`src/design/rpt_pkg.sv`:
```
package rpt_pkg;

    localparam int CHANNELS_DEF    = 3;
    localparam int COUNT_BITS_DEF  = 12;
    localparam int SAMPLE_BITS_DEF = 19;

    localparam int VAL_BITS    = 18;
    localparam int SUM_BITS    = 48;
    localparam int RSUM_BITS   = 26;
    localparam int RCOUNT_BITS = 8;
    localparam int MINW_BITS   = 12;

    localparam logic [11:0] MIN_WINDOW_RESET = 12'd50;
    localparam logic [7:0]  MIN_REPORT_RESET = 8'd50;

    localparam logic [1:0] CMD_SAMPLE = 2'd0;
    localparam logic [1:0] CMD_WINDOW = 2'd1;
    localparam logic [1:0] CMD_REPORT = 2'd2;

    localparam logic [0:0] ADDR_MIN_WINDOW = 1'b0;
    localparam logic [0:0] ADDR_MIN_REPORT = 1'b1;

    typedef struct packed {
        logic          start;
        logic [47:0]   dividend;
        logic [47:0]   divisor;
    } rpt_div_req_t;

endpackage

```
`src/design/three_channel_rms_peak_tracker.sv`:
```
// Per-channel windowed RMS and peak meter. A sample transfer passes from acceptance
// to the next ready through the states S_SREAD, S_SMUL and S_SWRITE: read the
// channel entry from the state memory, square, add, write back. A window close
// walks the channels one at a time through a shared bit-serial divider and square
// root; a report close uses the divider alone. A rejected channel skips the
// divider. Each close gives one result transfer per channel in channel order,
// last on the final one, and waits while the result side holds off. The state
// memory is cleared by a pass over all channels after reset, during which no
// input is taken. Registers: min_window_samples at 0x0, min_report_windows at 0x4.
module three_channel_rms_peak_tracker
#(
    parameter int CHANNELS    = rpt_pkg::CHANNELS_DEF,
    parameter int COUNT_BITS  = rpt_pkg::COUNT_BITS_DEF,
    parameter int SAMPLE_BITS = rpt_pkg::SAMPLE_BITS_DEF
)
(
    input  logic        clk,
    input  logic        rst_n,
    input  logic        psel,
    input  logic        penable,
    input  logic        pwrite,
    input  logic [2:0]  paddr,
    input  logic [31:0] pwdata,
    output logic [31:0] prdata,
    output logic        pready,
    input  logic        s_axis_tvalid,
    output logic        s_axis_tready,
    // command[1:0], channel[3:2], sample_value[SAMPLE_BITS+3:4], zero fill
    input  logic [((SAMPLE_BITS + 4 + 7) / 8) * 8 - 1:0] s_axis_tdata,
    output logic        m_axis_tvalid,
    input  logic        m_axis_tready,
    // channel_res[1:0], rms[19:2], peak[37:20], valid_res[38], zero fill
    output logic [39:0] m_axis_tdata,
    // kind
    output logic        m_axis_tuser,
    output logic        m_axis_tlast
);

    localparam int CH_BITS = (CHANNELS > 1) ? $clog2(CHANNELS) : 1;
    localparam logic [COUNT_BITS-1:0] COUNT_MAX = '1;
    localparam logic [CH_BITS-1:0] CH_LAST = CH_BITS'(CHANNELS - 1);

    localparam logic [3:0] S_CLEAR  = 4'd0;
    localparam logic [3:0] S_IDLE   = 4'd1;
    localparam logic [3:0] S_SREAD  = 4'd2;
    localparam logic [3:0] S_SMUL   = 4'd3;
    localparam logic [3:0] S_SWRITE = 4'd4;
    localparam logic [3:0] S_CREAD  = 4'd5;
    localparam logic [3:0] S_CSTART = 4'd6;
    localparam logic [3:0] S_CWAIT  = 4'd7;
    localparam logic [3:0] S_CEMIT  = 4'd8;
    localparam logic [3:0] S_COUT   = 4'd9;

    typedef struct packed {
        logic [47:0]            ssum;
        logic [COUNT_BITS-1:0]  scnt;
        logic [17:0]            wpk;
        logic [17:0]            hrms;
        logic [17:0]            hpk;
        logic [25:0]            rsum;
        logic [7:0]             rcnt;
        logic [17:0]            rpk;
    } entry_t;

    entry_t mem [CHANNELS];
    entry_t rd_reg;
    entry_t wr_data;
    logic   wr_en;
    logic [CH_BITS-1:0] rd_addr, wr_addr;

    logic [11:0] minw_reg;
    logic [7:0]  minr_reg;

    logic [3:0]  state_reg, state_next;
    logic [CH_BITS-1:0] ch_reg, ch_next;
    logic        rep_reg, rep_next;
    logic [SAMPLE_BITS-1:0] mag_reg, mag_next;
    logic [2*SAMPLE_BITS-1:0] sq_full;
    logic [47:0] sq_reg;
    logic        ok_reg, ok_next;
    entry_t      ent_reg, ent_next;

    logic        ov_reg;
    logic [39:0] od_reg;
    logic        ou_reg, ol_reg;

    rpt_pkg::rpt_div_req_t dreq;
    logic        ddone;
    logic [47:0] dres;

    logic [1:0]  in_cmd;
    logic [1:0]  in_ch;
    logic [SAMPLE_BITS-1:0] in_smp;
    logic [SAMPLE_BITS-1:0] in_mag;
    logic [48:0] ssum_add;
    logic [17:0] pk_sat;
    logic [17:0] r_sat;
    logic [26:0] rsum_add;

    assign in_cmd = s_axis_tdata[1:0];
    assign in_ch  = s_axis_tdata[3:2];
    assign in_smp = s_axis_tdata[SAMPLE_BITS+3:4];
    assign in_mag = in_smp[SAMPLE_BITS-1] ? (~in_smp + 1'b1) : in_smp;

    assign pready = 1'b1;
    always_comb
    begin
        unique case (paddr[2])
            rpt_pkg::ADDR_MIN_WINDOW: prdata = {20'd0, minw_reg};
            rpt_pkg::ADDR_MIN_REPORT: prdata = {24'd0, minr_reg};
            default:                  prdata = '0;
        endcase
    end

    always_ff @(posedge clk or negedge rst_n)
    begin
        if (!rst_n)
        begin
            minw_reg <= rpt_pkg::MIN_WINDOW_RESET;
            minr_reg <= rpt_pkg::MIN_REPORT_RESET;
        end
        else if (psel && penable && pwrite && paddr[1:0] == 2'b00)
        begin
            if (paddr[2] == rpt_pkg::ADDR_MIN_WINDOW)
            begin
                minw_reg <= pwdata[11:0];
            end
            else
            begin
                minr_reg <= pwdata[7:0];
            end
        end
    end

    assign s_axis_tready = (state_reg == S_IDLE);

    always_ff @(posedge clk)
    begin
        if (wr_en)
        begin
            mem[wr_addr] <= wr_data;
        end
        rd_reg <= mem[rd_addr];
    end

    rpt_divsqrt u_divsqrt
    (
        .clk        (clk),
        .rst_n      (rst_n),
        .req        (dreq),
        .sqrt_after (!rep_reg),
        .done       (ddone),
        .result     (dres)
    );

    assign sq_full = mag_reg * mag_reg;

    always_ff @(posedge clk)
    begin
        sq_reg <= 48'(sq_full);
    end

    always_comb
    begin
        state_next = state_reg;
        ch_next    = ch_reg;
        rep_next   = rep_reg;
        mag_next   = mag_reg;
        ok_next    = ok_reg;
        ent_next   = ent_reg;
        rd_addr    = ch_reg;
        wr_addr    = ch_reg;
        wr_en      = 1'b0;
        wr_data    = ent_reg;
        dreq.start    = 1'b0;
        dreq.dividend = ent_reg.ssum;
        dreq.divisor  = 48'(ent_reg.scnt);
        ssum_add = {1'b0, ent_reg.ssum} + {1'b0, sq_reg};
        pk_sat   = (SAMPLE_BITS > 18 && (mag_reg >> 18) != '0) ? 18'h3FFFF : 18'(mag_reg);
        r_sat    = (dres[47:18] != '0) ? 18'h3FFFF : dres[17:0];
        rsum_add = {1'b0, ent_reg.rsum} + 27'(r_sat);
        unique case (state_reg)
            S_CLEAR:
            begin
                wr_en   = 1'b1;
                wr_data = '0;
                ch_next = ch_reg + 1'b1;
                if (ch_reg == CH_LAST)
                begin
                    ch_next    = '0;
                    state_next = S_IDLE;
                end
            end
            S_IDLE:
            begin
                if (s_axis_tvalid)
                begin
                    if (in_cmd == rpt_pkg::CMD_SAMPLE)
                    begin
                        if (32'(in_ch) < CHANNELS)
                        begin
                            ch_next    = CH_BITS'(in_ch);
                            mag_next   = in_mag;
                            state_next = S_SREAD;
                        end
                    end
                    else if (in_cmd == rpt_pkg::CMD_WINDOW || in_cmd == rpt_pkg::CMD_REPORT)
                    begin
                        rep_next   = (in_cmd == rpt_pkg::CMD_REPORT);
                        ch_next    = '0;
                        state_next = S_CREAD;
                    end
                end
            end
            S_SREAD:
            begin
                state_next = S_SMUL;
            end
            S_SMUL:
            begin
                ent_next   = rd_reg;
                state_next = S_SWRITE;
            end
            S_SWRITE:
            begin
                wr_en = 1'b1;
                if (pk_sat > ent_reg.wpk)
                begin
                    wr_data.wpk = pk_sat;
                end
                if (ent_reg.scnt != COUNT_MAX)
                begin
                    wr_data.ssum = ssum_add[48] ? 48'hFFFF_FFFF_FFFF : ssum_add[47:0];
                    wr_data.scnt = ent_reg.scnt + 1'b1;
                end
                state_next = S_IDLE;
            end
            S_CREAD:
            begin
                state_next = S_CSTART;
            end
            S_CSTART:
            begin
                ent_next = rd_reg;
                if (rep_reg)
                begin
                    ok_next = (rd_reg.rcnt != '0) && (rd_reg.rcnt >= minr_reg);
                end
                else
                begin
                    ok_next = (rd_reg.scnt != '0) && (32'(rd_reg.scnt) >= 32'(minw_reg));
                end
                state_next = S_CWAIT;
            end
            S_CWAIT:
            begin
                dreq.start = 1'b1;
                if (rep_reg)
                begin
                    dreq.dividend = 48'(ent_reg.rsum);
                    dreq.divisor  = 48'(ent_reg.rcnt);
                end
                if (!ok_reg)
                begin
                    dreq.start = 1'b0;
                    state_next = S_CEMIT;
                end
                else
                begin
                    state_next = S_COUT;
                end
            end
            S_COUT:
            begin
                if (ddone)
                begin
                    state_next = S_CEMIT;
                    if (!rep_reg)
                    begin
                        ent_next.hrms = r_sat;
                        ent_next.hpk  = ent_reg.wpk;
                        if (ent_reg.rcnt != 8'hFF)
                        begin
                            ent_next.rsum = rsum_add[26] ? 26'h3FF_FFFF : rsum_add[25:0];
                            ent_next.rcnt = ent_reg.rcnt + 1'b1;
                        end
                        if (ent_reg.wpk > ent_reg.rpk)
                        begin
                            ent_next.rpk = ent_reg.wpk;
                        end
                    end
                    else
                    begin
                        ent_next.rsum = 26'(r_sat);
                    end
                end
            end
            S_CEMIT:
            begin
                if (!ov_reg || m_axis_tready)
                begin
                    wr_en   = 1'b1;
                    wr_data = ent_reg;
                    if (rep_reg)
                    begin
                        wr_data.rsum = '0;
                        wr_data.rcnt = '0;
                        wr_data.rpk  = '0;
                    end
                    else
                    begin
                        wr_data.ssum = '0;
                        wr_data.scnt = '0;
                        wr_data.wpk  = '0;
                    end
                    ch_next    = ch_reg + 1'b1;
                    state_next = S_CREAD;
                    if (ch_reg == CH_LAST)
                    begin
                        ch_next    = '0;
                        state_next = S_IDLE;
                    end
                    rd_addr = ch_next;
                end
            end
            default:
            begin
                state_next = S_IDLE;
            end
        endcase
    end

    always_ff @(posedge clk or negedge rst_n)
    begin
        if (!rst_n)
        begin
            state_reg <= S_CLEAR;
            ch_reg    <= '0;
            ov_reg    <= 1'b0;
        end
        else
        begin
            state_reg <= state_next;
            ch_reg    <= ch_next;
            if (state_reg == S_CEMIT && (!ov_reg || m_axis_tready))
            begin
                ov_reg <= 1'b1;
            end
            else if (m_axis_tready)
            begin
                ov_reg <= 1'b0;
            end
        end
    end

    always_ff @(posedge clk)
    begin
        rep_reg <= rep_next;
        mag_reg <= mag_next;
        ok_reg  <= ok_next;
        ent_reg <= ent_next;
        if (state_reg == S_CEMIT && (!ov_reg || m_axis_tready))
        begin
            ou_reg <= rep_reg;
            ol_reg <= (ch_reg == CH_LAST);
            if (rep_reg)
            begin
                od_reg <= {1'b0, ok_reg,
                           ok_reg ? ent_reg.rpk : 18'd0,
                           ok_reg ? ent_reg.rsum[17:0] : 18'd0,
                           2'(ch_reg)};
            end
            else
            begin
                od_reg <= {1'b0, ok_reg, ent_reg.hpk, ent_reg.hrms, 2'(ch_reg)};
            end
        end
    end

    assign m_axis_tvalid = ov_reg;
    assign m_axis_tdata  = od_reg;
    assign m_axis_tuser  = ou_reg;
    assign m_axis_tlast  = ol_reg;

endmodule

```
`src/design/rpt_divsqrt.sv`:
```
module rpt_divsqrt
(
    input  logic                clk,
    input  logic                rst_n,
    input  rpt_pkg::rpt_div_req_t req,
    input  logic                sqrt_after,
    output logic                done,
    output logic [47:0]         result
);

    localparam logic [1:0] ST_IDLE = 2'd0;
    localparam logic [1:0] ST_DIV  = 2'd1;
    localparam logic [1:0] ST_SQRT = 2'd2;

    logic [1:0]  state_reg, state_next;
    logic [5:0]  step_reg, step_next;
    logic [47:0] quo_reg, quo_next;
    logic [48:0] rem_reg, rem_next;
    logic [47:0] den_reg, den_next;
    logic        sq_reg, sq_next;
    logic [49:0] srem_reg, srem_next;
    logic [24:0] root_reg, root_next;
    logic        done_reg, done_next;

    logic [48:0] rem_sh;
    logic [49:0] srem_sh;
    logic [49:0] trial;

    always_comb
    begin
        state_next = state_reg;
        step_next  = step_reg;
        quo_next   = quo_reg;
        rem_next   = rem_reg;
        den_next   = den_reg;
        sq_next    = sq_reg;
        srem_next  = srem_reg;
        root_next  = root_reg;
        done_next  = 1'b0;
        rem_sh     = {rem_reg[47:0], quo_reg[47]};
        srem_sh    = {srem_reg[47:0], quo_reg[47:46]};
        trial      = {23'd0, root_reg, 2'b01};
        unique case (state_reg)
            ST_IDLE:
            begin
                if (req.start)
                begin
                    quo_next   = req.dividend;
                    den_next   = req.divisor;
                    rem_next   = '0;
                    step_next  = '0;
                    sq_next    = sqrt_after;
                    state_next = ST_DIV;
                end
            end
            ST_DIV:
            begin
                if (rem_sh >= {1'b0, den_reg})
                begin
                    rem_next = rem_sh - {1'b0, den_reg};
                    quo_next = {quo_reg[46:0], 1'b1};
                end
                else
                begin
                    rem_next = rem_sh;
                    quo_next = {quo_reg[46:0], 1'b0};
                end
                step_next = step_reg + 6'd1;
                if (step_reg == 6'd47)
                begin
                    step_next = '0;
                    if (sq_reg)
                    begin
                        srem_next  = '0;
                        root_next  = '0;
                        state_next = ST_SQRT;
                    end
                    else
                    begin
                        done_next  = 1'b1;
                        state_next = ST_IDLE;
                    end
                end
            end
            ST_SQRT:
            begin
                if (srem_sh >= trial)
                begin
                    srem_next = srem_sh - trial;
                    root_next = {root_reg[23:0], 1'b1};
                end
                else
                begin
                    srem_next = srem_sh;
                    root_next = {root_reg[23:0], 1'b0};
                end
                quo_next  = {quo_reg[45:0], 2'b00};
                step_next = step_reg + 6'd1;
                if (step_reg == 6'd23)
                begin
                    done_next  = 1'b1;
                    state_next = ST_IDLE;
                end
            end
            default:
            begin
                state_next = ST_IDLE;
            end
        endcase
    end

    always_ff @(posedge clk or negedge rst_n)
    begin
        if (!rst_n)
        begin
            state_reg <= ST_IDLE;
            step_reg  <= '0;
            done_reg  <= 1'b0;
        end
        else
        begin
            state_reg <= state_next;
            step_reg  <= step_next;
            done_reg  <= done_next;
        end
    end

    always_ff @(posedge clk)
    begin
        quo_reg  <= quo_next;
        rem_reg  <= rem_next;
        den_reg  <= den_next;
        sq_reg   <= sq_next;
        srem_reg <= srem_next;
        root_reg <= root_next;
    end

    assign done   = done_reg;
    assign result = sq_reg ? {23'd0, root_reg} : quo_reg;

endmodule
```
`config.mk`:
```
export PLATFORM = sky130hd
export DESIGN_NAME = three_channel_rms_peak_tracker
export DESIGN_NICKNAME = d
export VERILOG_FILES = /design/src/design/rpt_pkg.sv /design/src/design/three_channel_rms_peak_tracker.sv /design/src/design/rpt_divsqrt.sv
export SDC_FILE = /design/constraint.sdc
export NUM_CORES = 2
export LEC_CHECK = 0
export BUFFER_PORTS_ARGS = -buffer_cell sky130_fd_sc_hd__buf_4
export CAP_MARGIN = 20
export CORE_MARGIN = 5
export CORE_UTILIZATION = 30
export DETAILED_ROUTE_END_ITERATION = 7
export GPL_TIMING_DRIVEN = 1
export PLACE_DENSITY = 0.47
export SLEW_MARGIN = 40
export SYNTH_ARGS = -nofsm -noshare
export SYNTH_HDL_FRONTEND = slang
export SYNTH_SLANG_ARGS = --single-unit
export TNS_END_PERCENT = 10
```
`constraint.sdc`:
```
create_clock -name clk -period 21.3 [get_ports clk]
set_input_delay 1.065 -clock clk [delete_from_list [all_inputs] [get_ports clk]]
set_output_delay 1.065 -clock clk [all_outputs]
set_load 0.01 [all_outputs]
```
==> run summary <==
Along the worst path, the maximum fanout reaches 13. The clock passes through at most 3 buffers. The tools report the remaining global-route overflow as 0. The cell with the largest stage delay on the worst path is or4b_2.

The worst-case IR drop observed on VDD is 0.000108 V. 143 I/O pins were placed. TritonCTS built the clock tree. The start-to-end type of the worst setup path was reg2reg. Synthesis produced 5448 cells.

The flip-flop cell with the highest count after synthesis is edfxtp_1. The tools report the final count of hold timing violations as 0. Relative to the synthesized area, the layout overhead comes to 13.5%. The logs give 0 for the max-slew violation total from the final report and 0.446 for the relative max-transition margin. A synthesized cell averages 11.3 um2. The final layout contains routed wiring with a total length of 157000 um. Setup slack on the worst reg-to-reg path comes out at 13.78 ns. In this run, the number of DRC markers left after iteration 0 of detailed routing was 2812. The count of cell types in the netlist was 86; the overall track demand over capacity in global routing was 0.143. The final worst-path cycle share is 0.353. The tools report the number of warnings reported in the yosys synthesis log as 0.

In this run the worst setup path begins at mag_reg[3]$_DFFE_PP_. The later pin in the worst-skew pair is clocked with a latency of 0.78 ns. For this design the static power due to leakage is 28.2 nW. The tools report the initial antenna violation count as 2.

The estimated wirelength of the detail-placed design was 106000 um. The share of layout cells above drive strength 1 is 0.0850, and the critical path data arrival time is 8.07 ns. Setup total negative slack on the finished layout was measured at 0 ns. The tree is rooted in a clkbuf_16. The total setup buffers inserted after CTS was 0.

The run gives 40500 as the via count of the first global-routing pass. The internal portion of the total power is 6.37 mW. The number of max-cap violations was 0. The critical path contains buffers and inverters numbering 5 combined. At the worst endpoint, the required time is 21.85 ns. The tools report the launching element type of the critical path as a flop. The switching portion of total power was 0.385.

Input and output buffers added on the ports amount to 99. Setup violations remaining at the end of the flow were counted as 0. The worst flop-to-flop path endpoint is sq_reg[36]$_DFF_P_. The transition time at the pin with the least slew margin works out to 0.829 ns. The worst setup path is captured at a flop. The tools report the worst reg2reg path startpoint as mag_reg[3]$_DFFE_PP_. The post-route minimum period was 7.52 ns; the vias after detailed routing was 40100.

The horizontal die dimension works out to 463 um. After floorplanning, the core was divided into 166 placement rows. Core footprint: 204000 um2. The core utilization of the finished layout came out at 0.342. The first global-routing pass estimated 244000 um of wire. Maximum operating frequency: 133 MHz. After synthesis the cells add up to 61500 um2.

After detailed placement, the total cell area comes to 65600 um2. The library cell appearing most often on the critical path was fa_1. The die covers 214000 um2. The clock sink count is 1147. At the end of routability-driven placement, the weighted congestion stood at 0.796.

Setup repair after global routing left no endpoint under its margin. In this run the number of cells on the critical path is 22. The combinational fraction of design power was 0.429; the effective utilization at floorplan was 0.301. The checks that failed: design-rule violations. Post-placement setup slack: 13.53 ns. Sequential fraction of the synthesis area: 0.524. The number of synthesized flops with an enable pin is 908. Walking the worst path, the cells encountered are buf_8 > and2_1 > fa_1 > fa_1 > inv_1 > fa_1 > inv_1 > fa_1 > inv_1 > fa_1 > fa_1 > inv_1 > ha_1 > a211oi_1 > o21ai_0 > o211ai_1 > nand3_1 > o211ai_1 > a211oi_1 > nor3_1 > nor4_1 > or4b_2. For the post-CTS resize count, the log shows 0. The analysis attributes to net switching a power of 3.98 mW. The logs give 3 for the maximum level of the CTS H-tree and 0 for the quantity of hold-fixing buffers added after cts. The final layout contains 6105 nets. Counting the buffers created by CTS gives 119. The pin count of the biggest net entering global routing was 108; the die height was 463 um. The tools report the part of the total power dissipated in the clock network as 0.210. Between clock sinks in the finished design, the worst skew comes to 0.102 ns. The cell class contributing the biggest share of worst-path delay is adder cells. The post-synthesis async set-or-reset flop share came out at 0.0314. The tightest min-delay check is of the in2async type.

The number of flip-flops under the largest register name was 498; the post-detailed-route wirelength per cell was 18.9 um. The worst-case reg-to-reg path depth came out at 22. In this run the remaining antenna-violating nets after routing total 0. Summing all non-filler instances in the final layout gives an area of 69800 um2. Setup slack on the critical path of the routed design comes to 13.78 ns.

The CTS clock-pin slew for the worst setup and hold paths works out to 0.06 ns. Number of storage elements in the synthesis netlist: 1147. In this design, the stage delay of the slowest critical-path cell is 0.69 ns. The pre-antenna-repair detailed-routing pass consisted of 8 iterations. The run finished, with violations left. The number of vias per cell works out to 4.84. The number of design rule violations left after detail routing came out at 1. The endpoint of the most critical setup path is sq_reg[36]$_DFF_P_. Dividing total power by cell area gives a power density of 148 nW/um2.

The design draws 10.4 mW. Proportion of power drawn by flip-flops and latches: 0.361.
-- layout make-up --
cell class | count | area, um2
antenna | 2 | 5.00
clock buffer | 162 | 3270
clock inverter | 65 | 886
fill | 20200 | 134000
inverter | 558 | 2090
multi-input combinational | 3499 | 26300
sequential | 1147 | 32200
tap | 2688 | 3360
timing repair buffer | 178 | 1560
-- worst min path at each step --
stage	depth (start not counted)	from	to
finish	1	rst_n	minw_reg[9]$_DFFE_PN0P_
global placement	0	rd_reg[143]$_DFF_P_	ent_reg[143]$_DFFE_PN_
floorplan	0	mag_reg[0]$_DFFE_PP_	sq_reg[0]$_DFF_P_
CTS	1	rst_n	u_divsqrt.state_reg[0]$_DFFE_PN0P_
global route	1	rst_n	minw_reg[8]$_DFFE_PN0P_
detailed placement	0	rd_reg[102]$_DFF_P_	ent_reg[102]$_DFFE_PN_
-- Yosys cell counts, types with 49 or more instances --
library cell | n | area (um2)
ha_1 | 284 | 3550
a21oi_1 | 360 | 1800
inv_1 | 556 | 2090
nand2_1 | 505 | 1900
xor2_1 | 49 | 429
clkbuf_1 | 209 | 785
edfxtp_1 | 908 | 27300
nand3_1 | 103 | 515
xnor2_1 | 91 | 797
nand2b_1 | 54 | 338
and2_1 | 141 | 882
a21o_1 | 96 | 721
dfxtp_1 | 203 | 4060
fa_1 | 252 | 5040
nor2_1 | 368 | 1380
mux2i_1 | 215 | 2150
o21ai_0 | 230 | 1150
-- stage by stage --
| step | hold slack, ns | instances |
|---|---|---|
| after detailed placement | 0.389 | 8069 |
| after global placement | 0.386 | 8053 |
| after floorplan | 0.346 | 5468 |
| after global routing | 0.299 | 8298 |
| final | 0.303 | 8299 |
| after CTS | 0.232 | 8296 |
-- metal layers --
metal	routed length (um)	global-route usage	part of all wire
met5	13	0	0.000083
met4	3520	0.0387	0.022
met3	5990	0.0160	0.038
met2	72700	0.236	0.46
met1	74500	0.201	0.48
-- kinds of logic after synthesis --
group,Yosys count,share of synthesized area
AOI/OAI and AO/OA,1069,0.109
xor gates and xnor gates,140,0.0199
adders and majority gates,536,0.140
buffers and inverters,822,0.0518
DFF,1147,0.524
muxes,235,0.0387
other,2,0.000122
and+or+nand+nor,1497,0.116
-- power groups by stage --
stage          clock [mW]  sequential (mW)  combinational, mW
6_report             2.18             3.74               4.44
5_1_grt              2.34             3.80               5.02
4_1_cts              2.25             3.74               4.52
3_5_place_dp            0             3.78               4.49
3_3_place_gp            0             3.78               4.43
2_1_floorplan           0             3.71               3.28
-- worst register-to-register path, stage by stage (launching register included) --
cell and delay (ns):
edfxtp_1 0.55, buf_8 0.22, and2_1 0.26, fa_1 0.47
fa_1 0.52, inv_1 0.05, fa_1 0.53, inv_1 0.06
fa_1 0.49, inv_1 0.05, fa_1 0.47, fa_1 0.54
inv_1 0.04, ha_1 0.37, a211oi_1 0.35, o21ai_0 0.16
o211ai_1 0.19, nand3_1 0.11, o211ai_1 0.19, a211oi_1 0.25
nor3_1 0.60, nor4_1 0.12, or4b_2 0.69
-- layout by cell type, fill, tap and decap left out, drive strengths merged, types with 45 or more instances in the layout --
cell type / Yosys / routed
a21o: 96 / 96
a21oi: 360 / 360
and2: 141 / 141
buf: 55 / 178
clkbuf: 209 / 162
dfxtp: 203 / 203
edfxtp: 908 / 908
fa: 252 / 252
ha: 284 / 284
inv: 558 / 562
mux2i: 215 / 215
nand2: 505 / 505
nand2b: 54 / 54
nand3: 103 / 103
nor2: 369 / 369
nor2b: 45 / 45
o21ai: 261 / 261
xnor2: 91 / 91
xor2: 49 / 49
Note: power is estimated with default switching activity, not from simulation.
